$ cat src/sv/sia_pkg.sv
// ----------------------------------------------------------------------------
// sia_pkg
// Types, constants and helper functions shared by the interval ALU.
// ----------------------------------------------------------------------------
package sia_pkg;

    localparam int BW         = 32;
    localparam int DIV_STAGES = BW;

    typedef logic signed [BW-1:0]   bound_t;
    typedef logic        [BW-1:0]   umag_t;
    typedef logic signed [BW:0]     wide_t;
    typedef logic signed [2*BW-1:0] prod_t;

    localparam bound_t INT_MIN = {1'b1, {(BW-1){1'b0}}};
    localparam bound_t INT_MAX = {1'b0, {(BW-1){1'b1}}};
    localparam bound_t ONE     = bound_t'(1);
    localparam bound_t NEG_ONE = '1;
    localparam bound_t ZERO    = '0;

    typedef enum logic [2:0] {
        CMD_ADD = 3'd0,
        CMD_SUB = 3'd1,
        CMD_MUL = 3'd2,
        CMD_DIV = 3'd3,
        CMD_MOD = 3'd4
    } cmd_t;

    // Stage-two result of the operand prep logic
    typedef struct packed {
        logic [2:0] cmd;
        bound_t     as_lo;
        bound_t     as_hi;
        prod_t      prod0;
        prod_t      prod1;
        prod_t      prod2;
        prod_t      prod3;
        bound_t     mod_lo;
        bound_t     mod_hi;
        bound_t     a_lo;
        bound_t     a_hi;
        logic       split;
        logic       div_full;
        logic [3:0] qneg;
        umag_t      dvd_lo;
        umag_t      dvd_hi;
        umag_t      dsr_x;
        umag_t      dsr_y;
    } prep_t;

    // Data riding alongside the divider lanes
    typedef struct packed {
        logic       is_div;
        logic       div_full;
        logic       split;
        logic [3:0] qneg;
        bound_t     a_lo;
        bound_t     a_hi;
        bound_t     res_lo;
        bound_t     res_hi;
    } side_t;

    function automatic wide_t ext(bound_t v);
        wide_t w;
        w = {v[BW-1], v};
        return w;
    endfunction

    function automatic bound_t sat_wide(wide_t v);
        bound_t r;
        if (v[BW] != v[BW-1])
        begin
            r = v[BW] ? INT_MIN : INT_MAX;
        end
        else
        begin
            r = v[BW-1:0];
        end
        return r;
    endfunction

    function automatic umag_t mag(bound_t v);
        wide_t w;
        wide_t n;
        w = ext(v);
        n = -w;
        return v[BW-1] ? n[BW-1:0] : w[BW-1:0];
    endfunction

endpackage

$ cat src/sv/sia_udiv.sv
// ----------------------------------------------------------------------------
// sia_udiv
// Pipelined unsigned restoring divider, one quotient bit per stage.
// ----------------------------------------------------------------------------
module sia_udiv (
    input  logic           clk,
    input  logic           en,
    input  sia_pkg::umag_t dividend,
    input  sia_pkg::umag_t divisor,
    output sia_pkg::umag_t quotient
);
    import sia_pkg::*;

    umag_t rem_reg [0:DIV_STAGES-2];
    umag_t dvd_reg [0:DIV_STAGES-2];
    umag_t dsr_reg [0:DIV_STAGES-2];
    umag_t q_reg   [0:DIV_STAGES-1];

    for (genvar k = 0; k < DIV_STAGES; k++)
    begin : g_stage
        umag_t           src_rem, src_dvd, src_dsr, src_q;
        logic [BW+1:0]   trial;
        logic [BW+1:0]   diff;
        logic            take;
        umag_t           rem_next;
        umag_t           q_next;

        if (k == 0)
        begin : g_first
            assign src_rem = '0;
            assign src_dvd = dividend;
            assign src_dsr = divisor;
            assign src_q   = '0;
        end
        else
        begin : g_next
            assign src_rem = rem_reg[k-1];
            assign src_dvd = dvd_reg[k-1];
            assign src_dsr = dsr_reg[k-1];
            assign src_q   = q_reg[k-1];
        end

        always_comb
        begin
            trial    = {1'b0, src_rem, src_dvd[BW-1]};
            diff     = trial - {2'b00, src_dsr};
            take     = !diff[BW+1];
            rem_next = take ? diff[BW-1:0] : trial[BW-1:0];
            q_next   = {src_q[BW-2:0], take};
        end

        always_ff @(posedge clk)
        begin
            if (en)
            begin
                q_reg[k] <= q_next;
            end
        end

        if (k < DIV_STAGES-1)
        begin : g_carry
            always_ff @(posedge clk)
            begin
                if (en)
                begin
                    rem_reg[k] <= rem_next;
                    dvd_reg[k] <= {src_dvd[BW-2:0], 1'b0};
                    dsr_reg[k] <= src_dsr;
                end
            end
        end
    end

    assign quotient = q_reg[DIV_STAGES-1];

endmodule

$ cat config.mk
export PLATFORM = sky130hd
export DESIGN_NAME = sia_udiv
export DESIGN_NICKNAME = d
export VERILOG_FILES = /design/src/sv/sia_pkg.sv /design/src/sv/sia_udiv.sv
export SDC_FILE = /design/constraint.sdc
export NUM_CORES = 2
export LEC_CHECK = 0
export BUFFER_PORTS_ARGS = -buffer_cell sky130_fd_sc_hd__buf_2
export CAP_MARGIN = 20
export CORE_UTILIZATION = 35
export DETAILED_ROUTE_END_ITERATION = 7
export PLACE_DENSITY = 0.58
export SLEW_MARGIN = 5
export SYNTH_ARGS = -nofsm -noshare
export SYNTH_HDL_FRONTEND = slang
export SYNTH_SLANG_ARGS = --single-unit
$ cat constraint.sdc
create_clock -name clk -period 4.88 [get_ports clk]
set_input_delay 1.22 -clock clk [delete_from_list [all_inputs] [get_ports clk]]
set_output_delay 1.22 -clock clk [all_outputs]
set_load 0.02 [all_outputs]
=== Yosys cells after proc, flatten, opt, wreduce, memory -nomap -nowiden ===
Memories as Yosys holds them, arrays and structs flattened.
Cells that the tools add are included.

* Add/sub/neg operators: 32
* $mul: 0
* Div/mod/pow operators: 0
* $lt $le $gt $ge: 0
* Eq/ne operators: 0
* Shift operators: 0
* Muxes and demuxes: 33
* Bitwise gates (word level): 0
* Reductions and logical operators: 32

{| class="wikitable"
|+ Operator list
! kind !! count
|-
| 33-bit by 32-bit subtractor with 34-bit output || 31
|-
| 32-bit 2-to-1 mux || 31
|-
| 1-bit by 32-bit subtractor with 33-bit output || 1
|-
| 1-bit logical NOT || 32
|-
| 1-bit 2-to-1 mux || 2
|}

* Bits in registers: 0
* Bits in latches: 0
* Memory bits (writable): 3969
* Bits in read-only memories: 0
* Bits of input ports: 66
* Output and inout port bits: 32
* Logic and storage cells: 101
* Memories: 4

{| class="wikitable"
|+ Memories
! memory !! depth !! bits a word !! rd ports !! clocked after Yosys merged registers in !! write ports !! line !! text
|-
| q_reg || 32 || 32 || 32 || 0 || 32 || sia_udiv.sv:17 || <nowiki>umag_t q_reg [0:DIV_STAGES-1];</nowiki>
|-
| dsr_reg || 31 || 32 || 31 || 0 || 31 || sia_udiv.sv:16 || <nowiki>umag_t dsr_reg [0:DIV_STAGES-2];</nowiki>
|-
| rem_reg || 31 || 32 || 31 || 0 || 31 || sia_udiv.sv:14 || <nowiki>umag_t rem_reg [0:DIV_STAGES-2];</nowiki>
|-
| dvd_reg || 31 || 31 || 31 || 0 || 31 || sia_udiv.sv:15 || <nowiki>umag_t dvd_reg [0:DIV_STAGES-2];</nowiki>
|}

=== Longest topological paths before layout ===
An unclocked memory read counts as a cell.

* Depth after elaboration: 3
* Depth in mapped cells: 16
* Gate-level depth less buffers: 14

=== Worst setup path before layout ===
No wires, ideal clock.

* Path type: reg2reg
* From: memory rem_reg[0][199] in the netlist's numbering
* To: memory rem_reg[0][227] in the netlist's numbering (data pin)
* Library setup time: 0.260 ns
* Arrival: 3.194 ns
* Required time: 4.620 ns
* Setup slack: 1.425 ns
* Cell stages (with the launch flop): 13
* Path buffers: 1
* Period minus slack after synthesis: 3.455 ns
* Path through: edfxtp_1 ha_1 a21oi_1 o21ai_1 or3_1 o2111ai_2 o211ai_2 a311oi_2 o21ai_2 a31o_4 a211oi_4 buf_6 mux2_4

{| class="wikitable"
|+ RTL lines
! element !! line
|-
| from (decl) || sia_udiv.sv:14
|}

==> flow_summary_export.csv <==
group,metric,value,unit
status,status,"finished clean",
setup_path,worstPathRequired,5.57,ns
drt,wl_per_cell,17.42,µm
yosys,yosys_most_used_dff,"edfxtp_1",
clock_network,root_buffer,"clkbuf_16",
yosys,synth-edff-count,3008,
pwr,intPower,0.07319,W
finish,stdcell_area,171500,µm²
timing,setup_viol,0,
pwr,power_frac_clock,0.225,
yosys,synth_seq_area_share,0.5933,
setup_path,cp-end-kind,"register",
drt,dr.pass1.iters,6,
yosys,synth_area,152200,µm²
finish,syn_to_final_growth,12.66,%
yosys,ys_ff_latch,3008,
timing,report.final.slew_viol_count,0,
die,die_y,661.5,µm
die,initial_utilization,0.3526,
pwr,power.share.switching,0.3561,
pwr,ir_worst_vdd,0.0003160,V
yosys,synth_cells,12310,
clock_network,cts_hold_buf,0,
pwr,seqPwrFrac,0.361,
finish,fin_nets,13710,
yosys,yosys.area.top_type,"edfxtp_1",
pwr,power.leakage,67.83,nW
drt,ant_nets,0,
timing,rsz0062_at_grt,"false",
drt,drt_iter0_markers,6218,
timing,fin_crit_sh,0.8635,
die,die_area,437600,µm²
setup_path,arrival,4.91,ns
drt,vias,92580,
drt,routed_wl,324.1,mm
finish,layout-drive-gt1-share,0.09500,
timing,skew,0.08704,ns
setup_path,setup.worst_path.class,"reg2reg",
yosys,ys_top_cells_by_area,"edfxtp_1, ha_1, inv_1, a21oi_1, mux2_2",
yosys,synth_xor_area_frac,0.04522,
yosys,synth_area_per_cell,12.37,µm²
die,die_w,661.5,µm
timing,slew_headroom,0.3425,
placed_design,gp_congestion,0.8845,
clock_network,cts_tree,"built",
grt,grt_pass1_vias,90360,
grt,grt_max_degree,165,
drt,drc_errors,0,
die,core,431800,µm²
yosys,synth.most_common_cell,"edfxtp_1",
pwr,p_switching,0.04047,W
drt,via_per_inst,4.975,
grt,grtUsageTotal,0.1441,
clock_network,cts.sinks,3008,
yosys,synth_top_family_by_area,"compound AO/OA/AOI/OAI gates",
pwr,p_comb_frac,0.414,
clock_network,post_cts_buffers,0,
clock_network,cts_resized,0,
die,pin_count,98,
timing,max_freq,237.3,MHz
yosys,async_flop_share,0,
yosys,synthMuxAreaShare,0.03466,
timing,hold_viol,0,
yosys,synth_common_cells,"edfxtp_1, inv_1, ha_1",
placed_design,port_buffers,97,
yosys,synth-simple-area-share,0.07256,
yosys,synth_cell_types,101,
setup_path,r2r_setup_slack,0.67,ns
yosys,synth_fa_ha_area_frac,0.08556,
grt,overflow,0,
setup_path,cp_max_fo,33,
pwr,power_density,662.7,nW/µm²
grt,antenna_found_initial,10,
clock_network,cts_buffer_depth,4,
grt,grt_pass1_wl,503.4,mm
timing,setup-tns-final,0,ns
placed_design,dp_hpwl,239.2,mm
yosys,ys_warn_count,0,
clock_network,clk_pin_slew_worst_paths,0.06,ns
hold_path,hold_class,"reg2reg",
timing,tightest_slew,0.9863,ns
clock_network,cts_max_level,5,
die,rows,241,
clock_network,cts_buffers,345,
placed_design,place_area,160300,µm²
flow_run,maxCapViolCount,0,
yosys,synth_compound_area_frac,0.1304,
clock_network,clock_latency,0.95,ns
yosys,synth_top_cell_area_share,0.5933,
timing,post-route-min-period,4.214,ns
setup_path,cp-start-kind,"register",
[worst max-delay path: stages, from the launching register on]
cell	delay, ns
edfxtp_1	0.44
ha_1	0.30
nor2b_1	0.11
o21ai_0	0.12
o21ai_0	0.44
o21ai_1	0.28
o31ai_1	0.48
a41o_1	0.38
a21oi_1	0.19
a21oi_1	0.26
a211o_1	0.17
buf_4	0.37
mux2_2	0.39
[routing by layer]
metal	wire [µm]	part of all wire	global-route usage
met5	37	0.00011	0
met1	138300	0.43	0.1751
met4	13090	0.040	0.05551
met2	161300	0.50	0.2582
met3	11500	0.035	0.01899
[cells in the final DEF, fill, tap and decap left out, types with 50 or more instances in the layout]
master / Yosys / final
edfxtp_1: 3008 / 3008
and2_1: 51 / 50
o21bai_1: 98 / 98
nand4_1: 126 / 126
o31ai_1: 76 / 76
o21ai_0: 785 / 785
ha_1: 993 / 993
nand2_1: 822 / 822
buf_2: 43 / 96
a31oi_1: 110 / 109
mux2_2: 396 / 396
a21o_1: 491 / 491
inv_1: 1236 / 1236
a21oi_1: 901 / 900
nor2_1: 627 / 625
clkbuf_1: 209 / 69
nand3_1: 158 / 158
clkinv_2: 0 / 52
xnor2_1: 465 / 465
o21a_1: 134 / 133
nor2b_1: 117 / 117
xor2_1: 321 / 321
a211oi_1: 103 / 103
clkbuf_16: 0 / 356
nor3_1: 127 / 127
nand2b_1: 113 / 113
clkinv_1: 1 / 74
buf_4: 8 / 90
and3_1: 78 / 78
[area by class of cell]
class / count / area, µm²
Antenna cell: 4 / 10.01
Clock buffer: 425 / 9168
Clock inverter: 198 / 1994
Fill cell: 40750 / 260300
Inverter: 1238 / 4647
Multi-Input combinational cell: 7803 / 56330
Sequential cell: 3008 / 90330
Tap cell: 5710 / 7144
Timing Repair Buffer: 223 / 1897
[through the flow]
stage	utilization	hold WS (ns)	setup WS [ns]	power, W	instances
after CTS	0.3971	0.3555	0.6049	0.1147	18600
after global placement	0.3713	0.4000	0.6151	0.08804	17980
after detailed placement	0.3713	0.4045	0.6413	0.08836	17980
after global routing	0.3972	0.3805	0.3133	0.1214	18610
after floorplan	-	0.4003	1.425	0.07564	12320
final	0.3972	0.3590	0.6659	0.1137	18610
[logic make-up after synthesis]
family                     count (synthesis)
DFF                                     3008
AOI/OAI and AO/OA                       3138
other                                      1
xor gates and xnor gates                 786
and+or+nand+nor                         2377
muxes                                    464
adders and majority gates               1023
buffers and inverters                   1512
[power groups by stage]
stage | registers, W | clock network, W | logic [W]
after floorplan | 0.0393 | 0 | 0.0363
after global placement | 0.0417 | 0 | 0.0464
after detailed placement | 0.0416 | 0 | 0.0468
after CTS | 0.0412 | 0.0265 | 0.0471
after global routing | 0.0416 | 0.0274 | 0.0524
final | 0.0410 | 0.0256 | 0.0471
[final timing paths]
path                       start  cells past startpoint              end
setup / recovery  rem_reg[0][32]                     12   rem_reg[0][73]
hold / removal    dvd_reg[1][81]                      0  dvd_reg[1][113]
setup reg to reg  rem_reg[0][32]                     12   rem_reg[0][73]
hold reg to reg   dvd_reg[1][81]                      0  dvd_reg[1][113]
Power figures use the tool's default switching activity.
