## config.mk

```make
export PLATFORM = sky130hd
export DESIGN_NAME = sia_finish
export DESIGN_NICKNAME = d
export VERILOG_FILES = /design/src/sv/sia_pkg.sv /design/src/sv/sia_finish.sv
export SDC_FILE = /design/constraint.sdc
export NUM_CORES = 2
export LEC_CHECK = 0
export BUFFER_PORTS_ARGS = -buffer_cell sky130_fd_sc_hd__buf_2
export CAP_MARGIN = 20
export CORE_MARGIN = 2
export CORE_UTILIZATION = 45
export CTS_CLUSTER_DIAMETER = 120
export DETAILED_ROUTE_END_ITERATION = 12
export GPL_TIMING_DRIVEN = 0
export PLACE_DENSITY = 0.66
export SYNTH_ARGS = -nofsm -noshare
export SYNTH_HDL_FRONTEND = slang
export SYNTH_SLANG_ARGS = --single-unit
```

## constraint.sdc

```tcl
create_clock -name clk -period 8.56 [get_ports clk]
set_input_delay 1.284 -clock clk [delete_from_list [all_inputs] [get_ports clk]]
set_output_delay 1.284 -clock clk [all_outputs]
set_load 0.03 [all_outputs]
```

## src/sv/sia_pkg.sv

```systemverilog
// ----------------------------------------------------------------------------
// sia_pkg
// Types, constants and helper functions shared by the interval ALU.
// ----------------------------------------------------------------------------
package sia_pkg;

    localparam int BW         = 32;
    localparam int DIV_STAGES = BW;

    typedef logic signed [BW-1:0]   bound_t;
    typedef logic        [BW-1:0]   umag_t;
    typedef logic signed [BW:0]     wide_t;
    typedef logic signed [2*BW-1:0] prod_t;

    localparam bound_t INT_MIN = {1'b1, {(BW-1){1'b0}}};
    localparam bound_t INT_MAX = {1'b0, {(BW-1){1'b1}}};
    localparam bound_t ONE     = bound_t'(1);
    localparam bound_t NEG_ONE = '1;
    localparam bound_t ZERO    = '0;

    typedef enum logic [2:0] {
        CMD_ADD = 3'd0,
        CMD_SUB = 3'd1,
        CMD_MUL = 3'd2,
        CMD_DIV = 3'd3,
        CMD_MOD = 3'd4
    } cmd_t;

    // Stage-two result of the operand prep logic
    typedef struct packed {
        logic [2:0] cmd;
        bound_t     as_lo;
        bound_t     as_hi;
        prod_t      prod0;
        prod_t      prod1;
        prod_t      prod2;
        prod_t      prod3;
        bound_t     mod_lo;
        bound_t     mod_hi;
        bound_t     a_lo;
        bound_t     a_hi;
        logic       split;
        logic       div_full;
        logic [3:0] qneg;
        umag_t      dvd_lo;
        umag_t      dvd_hi;
        umag_t      dsr_x;
        umag_t      dsr_y;
    } prep_t;

    // Data riding alongside the divider lanes
    typedef struct packed {
        logic       is_div;
        logic       div_full;
        logic       split;
        logic [3:0] qneg;
        bound_t     a_lo;
        bound_t     a_hi;
        bound_t     res_lo;
        bound_t     res_hi;
    } side_t;

    function automatic wide_t ext(bound_t v);
        wide_t w;
        w = {v[BW-1], v};
        return w;
    endfunction

    function automatic bound_t sat_wide(wide_t v);
        bound_t r;
        if (v[BW] != v[BW-1])
        begin
            r = v[BW] ? INT_MIN : INT_MAX;
        end
        else
        begin
            r = v[BW-1:0];
        end
        return r;
    endfunction

    function automatic umag_t mag(bound_t v);
        wide_t w;
        wide_t n;
        w = ext(v);
        n = -w;
        return v[BW-1] ? n[BW-1:0] : w[BW-1:0];
    endfunction

endpackage

```

## src/sv/sia_finish.sv

```systemverilog
// ----------------------------------------------------------------------------
// sia_finish
// Signs and clamps the corner quotients, takes their hull and picks the
// final result interval. Two register stages; the second is the output.
// ----------------------------------------------------------------------------
module sia_finish (
    input  logic            clk,
    input  logic            rst_n,
    input  logic            en,
    input  logic            vld,
    input  sia_pkg::side_t  side,
    input  sia_pkg::umag_t  q0,
    input  sia_pkg::umag_t  q1,
    input  sia_pkg::umag_t  q2,
    input  sia_pkg::umag_t  q3,
    output logic            out_vld,
    output sia_pkg::bound_t out_lo,
    output sia_pkg::bound_t out_hi
);
    import sia_pkg::*;

    logic   f1_vld_reg;
    logic   f2_vld_reg;
    bound_t cand_reg  [0:7];
    bound_t cand_next [0:7];
    logic   is_div_reg, full_reg;
    bound_t res_lo_reg, res_hi_reg;
    bound_t lo_reg, hi_reg;
    bound_t lo_next, hi_next;
    umag_t  qm [0:3];
    wide_t  qw;
    bound_t mn1 [0:3], mx1 [0:3], mn2 [0:1], mx2 [0:1];

    always_comb
    begin
        qm[0] = q0;
        qm[1] = q1;
        qm[2] = q2;
        qm[3] = q3;
        qw    = '0;
        for (int i = 0; i < 4; i++)
        begin
            qw = {1'b0, qm[i]};
            if (side.qneg[i])
            begin
                qw = -qw;
            end
            cand_next[i] = sat_wide(qw);
        end
        // split divisor: -1 and +1 corners
        if (side.split)
        begin
            cand_next[4] = side.a_lo;
            cand_next[5] = side.a_hi;
            cand_next[6] = sat_wide(-ext(side.a_lo));
            cand_next[7] = sat_wide(-ext(side.a_hi));
        end
        else
        begin
            cand_next[4] = cand_next[0];
            cand_next[5] = cand_next[0];
            cand_next[6] = cand_next[0];
            cand_next[7] = cand_next[0];
        end
    end

    always_ff @(posedge clk)
    begin
        if (en)
        begin
            for (int i = 0; i < 8; i++)
            begin
                cand_reg[i] <= cand_next[i];
            end
            is_div_reg <= side.is_div;
            full_reg   <= side.div_full;
            res_lo_reg <= side.res_lo;
            res_hi_reg <= side.res_hi;
        end
    end

    always_comb
    begin
        for (int i = 0; i < 4; i++)
        begin
            mn1[i] = (cand_reg[2*i] < cand_reg[2*i+1]) ? cand_reg[2*i] : cand_reg[2*i+1];
            mx1[i] = (cand_reg[2*i] > cand_reg[2*i+1]) ? cand_reg[2*i] : cand_reg[2*i+1];
        end
        for (int i = 0; i < 2; i++)
        begin
            mn2[i] = (mn1[2*i] < mn1[2*i+1]) ? mn1[2*i] : mn1[2*i+1];
            mx2[i] = (mx1[2*i] > mx1[2*i+1]) ? mx1[2*i] : mx1[2*i+1];
        end
        if (!is_div_reg)
        begin
            lo_next = res_lo_reg;
            hi_next = res_hi_reg;
        end
        else if (full_reg)
        begin
            lo_next = INT_MIN;
            hi_next = INT_MAX;
        end
        else
        begin
            lo_next = (mn2[0] < mn2[1]) ? mn2[0] : mn2[1];
            hi_next = (mx2[0] > mx2[1]) ? mx2[0] : mx2[1];
        end
    end

    always_ff @(posedge clk)
    begin
        if (en)
        begin
            lo_reg <= lo_next;
            hi_reg <= hi_next;
        end
    end

    always_ff @(posedge clk or negedge rst_n)
    begin
        if (!rst_n)
        begin
            f1_vld_reg <= 1'b0;
            f2_vld_reg <= 1'b0;
        end
        else if (en)
        begin
            f1_vld_reg <= vld;
            f2_vld_reg <= f1_vld_reg;
        end
    end

    assign out_vld = f2_vld_reg;
    assign out_lo  = lo_reg;
    assign out_hi  = hi_reg;

endmodule

```

* After elaboration in Yosys (flattened, before gate mapping)
Memories as Yosys holds them, arrays and structs flattened.
Cells that the tools add are included.
** Operators by class
- $add $sub $neg :: 6
- Magnitude comparators :: 14
- Equality and inequality tests :: 6
- Mux-type cells :: 37
** Operator list (count)
- $mux W32 :: 30
- $gt A32 B32 Y1 :: 7
- $lt A32 B32 Y1 :: 7
- $neg A32 Y33 :: 6
- $mux W33 :: 4
- $mux W128 :: 1
- $ne A1 B1 Y1 :: 6
- $mux W1 :: 2
** Storage, ports and cells
- Register bits after elaboration :: 132
- Bits in writable memories :: 256
- Word-level logic and storage cells :: 72
- Memories kept :: 1
** Memory list
- cand_reg :: words 8, bits a word 32, rd ports 8, clocked after memory_dff 0, write ports 8, line sia_finish.sv:24 : bound_t cand_reg [0:7];

* Logic depth before layout (Yosys ltp)
- Depth in word-level cells :: 8
- Depth in mapped cells :: 38

* Least setup slack after synthesis
Ideal clock, no wire load.
- Path type :: register -> register
- Start :: memory cand_reg[0][95] (netlist name)
- End :: register lo_reg[10], in the netlist out_lo[10] (data pin)
- Library setup time :: 0.259 ns
- Arrival time :: 7.865 ns
- Required time :: 8.301 ns
- Slack :: 0.437 ns
- Cell stages (with the launch flop) :: 34
- Path buffers :: 4
- Period minus slack after synthesis :: 8.123 ns
- Cells stage by stage :: edfxtp_1 ha_1 clkbuf_1 and4_1 and4_1 a221oi_1 a21boi_0 nor3_1 buf_2 mux2i_1 ha_1 a21o_1 a21o_1 a221o_1 a221oi_1 o21ai_0 a211oi_1 o21ai_0 mux2_2 buf_2 mux2i_1 ha_1 a21o_1 a21o_1 a21o_1 a21o_1 a21oi_1 o21ai_0 o31ai_1 nor2_1 a21oi_1 clkbuf_1 a211oi_1 a211o_1
** RTL lines
- start: declaration :: line sia_finish.sv:24
- end signal: assignment :: line sia_finish.sv:115 : lo_reg <= lo_next;
- end: declaration :: line sia_finish.sv:28 : bound_t lo_reg, hi_reg;

==> results.json <==
{
  "status": "finished, final reports clean",
  "dr.pass1.iters": 7,
  "yosysMostFrequentCell": "edfxtp_1",
  "drcViolationCount": 0,
  "die_y_um": 269.6,
  "cts.sink_count": 388,
  "syn_nets": 3954,
  "avgSynthCellArea_um2": 9.443,
  "leakagePower_nw": 16.39,
  "setup_viol": 0,
  "ys_ff_latch": 388,
  "place.gp.congestion": 0.9690,
  "gr-total-overflow": 0,
  "powerDensity_nw_per_um2": 308.1,
  "clockPowerShare": 0.160,
  "clockBufferDepth": 3,
  "initial_core_util": 0.4541,
  "critPathMaxStageDelay_ns": 0.49,
  "htreeDepth": 2,
  "crit_type": "flip-flop to flip-flop",
  "ys_types": 87,
  "grt_max_degree": 127,
  "syn2layout_area_growth_pct": 17.46,
  "r2r_setup_slack_ns": 0.13,
  "io_buffers": 329,
  "max_freq_mhz": 118.6,
  "post_dp_cell_area_um2": 34660,
  "ys.warnings.count": 0,
  "yosysTopAreaCell": "edfxtp_1",
  "drive_gt1_frac": 0.1904,
  "synth-async-reset-ratio": 0.005155,
  "reg2reg_depth": 32,
  "post_drt_wl_per_cell_um": 23.68,
  "grt_pass1_wl_mm": 161.8,
  "period_minus_slack_ns": 8.430,
  "path_clk_slew_ns": 0.06,
  "critPathBufInv": 5,
  "drv_slew": 0,
  "crit_path_end_kind": "flip-flop",
  "rows": 97,
  "r2r_start": "cand_reg[0][49]",
  "drtIter0Drc": 2998,
  "irDropWorstVdd_v": 0.0002778,
  "track_usage": 0.2959,
  "ios": 332,
  "p_seq_frac": 0.233,
  "antenna_found_initial": 4,
  "synth.area.top_cells": "edfxtp_1 (37%), ha_1 (13%), a21oi_1 (6.1%)",
  "path_delay_family": "compound AO/OA/AOI/OAI gates",
  "design_area_um2": 37290,
  "syn_inst": 3362,
  "first_global_vias": 26070,
  "core_area_um2": 69910,
  "largest_register_ffs": 256,
  "worst-endpoint-arrival_ns": 8.73,
  "required_ns": 8.86,
  "holdBufCountCts": 0,
  "crit_fanout": 10,
  "hpwl_mm": 92.90,
  "tightest_slew_ns": 1.109,
  "synth_edf_count": 386,
  "syn_area_um2": 31750,
  "cts_buffers": 44,
  "fin_total_pwr_mw": 11.49,
  "die_area_um2": 72690,
  "critPathLaunchType": "flip-flop",
  "yosys-top-cells-count": "edfxtp_1 (386), a21oi_1 (384), ha_1 (325), inv_1 (312), nor2_1 (256)",
  "cap_violations": 0,
  "ant_nets": 0,
  "power_switching_mw": 5.311,
  "internal_power_mw": 6.179,
  "hold_viol_final": 0,
  "fin_nets": 4361,
  "vias": 28180,
  "netlist.area_leader.share": 0.3651,
  "drt-total-wl_mm": 112.4,
  "yosysSeqAreaShare": 0.3667,
  "path_depth": 32,
  "p_comb_frac": 0.607,
  "fin_skew_ns": 0.03572,
  "sw_frac_of_total": 0.4622,
  "cts_tree": "done",
  "via_per_inst": 5.938,
  "synth-main-ff-cell": "edfxtp_1",
  "min_period_over_period": 0.9848,
  "r2r_end": "out_hi[2]",
  "die_x_um": 269.6,
  "cts_root_buffer": "clkbuf_16",
  "clk_latency_ns": 0.61,
  "hold_class": "input port to asynchronous set/reset pin",
  "cpMaxStageDelayCell": "edfxtp_1",
  "relSlewSlack": 0.2551
}
-- placed cells by master (no fill, tap or decap), types with 16 or more instances in the layout --
cell	instances
o211ai_1	36
buf_6	17
and4_1	41
nor3_1	44
buf_4	40
a21o_1	94
inv_1	312
a211o_1	45
clkbuf_2	24
mux2_2	65
nor2_1	253
a21oi_2	22
o21ai_0	130
a211oi_1	37
xnor2_1	71
nand2_1	144
a21oi_1	361
nor2b_1	16
or3_1	35
clkbuf_16	45
o31ai_1	31
o21ai_1	35
xor2_1	100
buf_2	339
nor4_1	19
nand3_1	37
ha_1	319
mux2i_1	161
o21a_1	43
edfxtp_1	386
clkbuf_1	76
or4_1	20
nand4_1	86
-- cell families after synthesis --
group,count (synthesis),share of synthesized area
compound gates,950,0.1872
xor+xnor,172,0.04745
fa+ha+maj,338,0.1322
buf+inv,468,0.05679
flops,388,0.3667
mux,251,0.08178
simple gates,795,0.1279
-- worst max-delay path by stage --
stage / slack [ns] / to / start
final: 0.13 / out_hi[2] / cand_reg[0][49]
after detailed placement: -2.42 / out_hi[17] / cand_reg[0][31]
after floorplan: 0.44 / out_lo[10] / cand_reg[0][95]
after global routing: -0.07 / out_hi[12] / cand_reg[1][127]
after CTS: -0.003 / out_hi[29] / cand_reg[1][27]
after global placement: -2.47 / out_hi[17] / cand_reg[0][31]
-- metrics by stage --
stage / setup slack [ns] / std cells / hold WS, ns / util / setup TNS (ns)
2_1_floorplan: 0.4366 / 3362 / 0.4749 / - / 0
3_3_place_gp: -2.470 / 4631 / 0.4882 / 0.4945 / -119.64
3_5_place_dp: -2.419 / 4634 / 0.5006 / 0.4958 / -122.38
4_1_cts: -0.002856 / 4727 / 0.4319 / 0.5246 / -0.005161
5_1_grt: -0.07410 / 4742 / 0.4560 / 0.5333 / -0.8014
6_report: 0.1300 / 4745 / 0.4544 / 0.5334 / 0
-- power groups by stage --
stage               Sequential, mW  Clock (mW)  Combinational, mW
finish                        2.68        1.84               6.97
global route                  2.70        1.92               7.48
CTS                           2.67        1.86               6.46
detailed placement            2.70           0               6.04
global placement              2.72           0               6.01
floorplan                     2.79           0               3.94
-- final cells by class --
cell class	instances	area, um2
Fill cell	6465	32620
Buffer	151	869.6
Tap cell	940	1176
Clock inverter	31	230.2
Antenna cell	3	7.507
Timing Repair Buffer	366	2018
Sequential cell	388	11640
Inverter	312	1171
Multi-Input combinational cell	2506	19040
Clock buffer	48	1137
-- routing by layer --
| metal | global-route usage | part of all wire |
|---|---|---|
| met1 | 0.4324 | 0.45 |
| met2 | 0.4400 | 0.43 |
| met3 | 0.05700 | 0.097 |
| met4 | 0.09196 | 0.032 |
| met5 | 0 | 0.00023 |
-- timing repair --
action                     in CTS  in global routing
resized for setup             152                160
setup endpoints to repair      64                 64
gates cloned                    0                  0
setup buffers                  16                 16
pin swaps                      16                 24
Note: power is estimated with default switching activity, not from simulation.
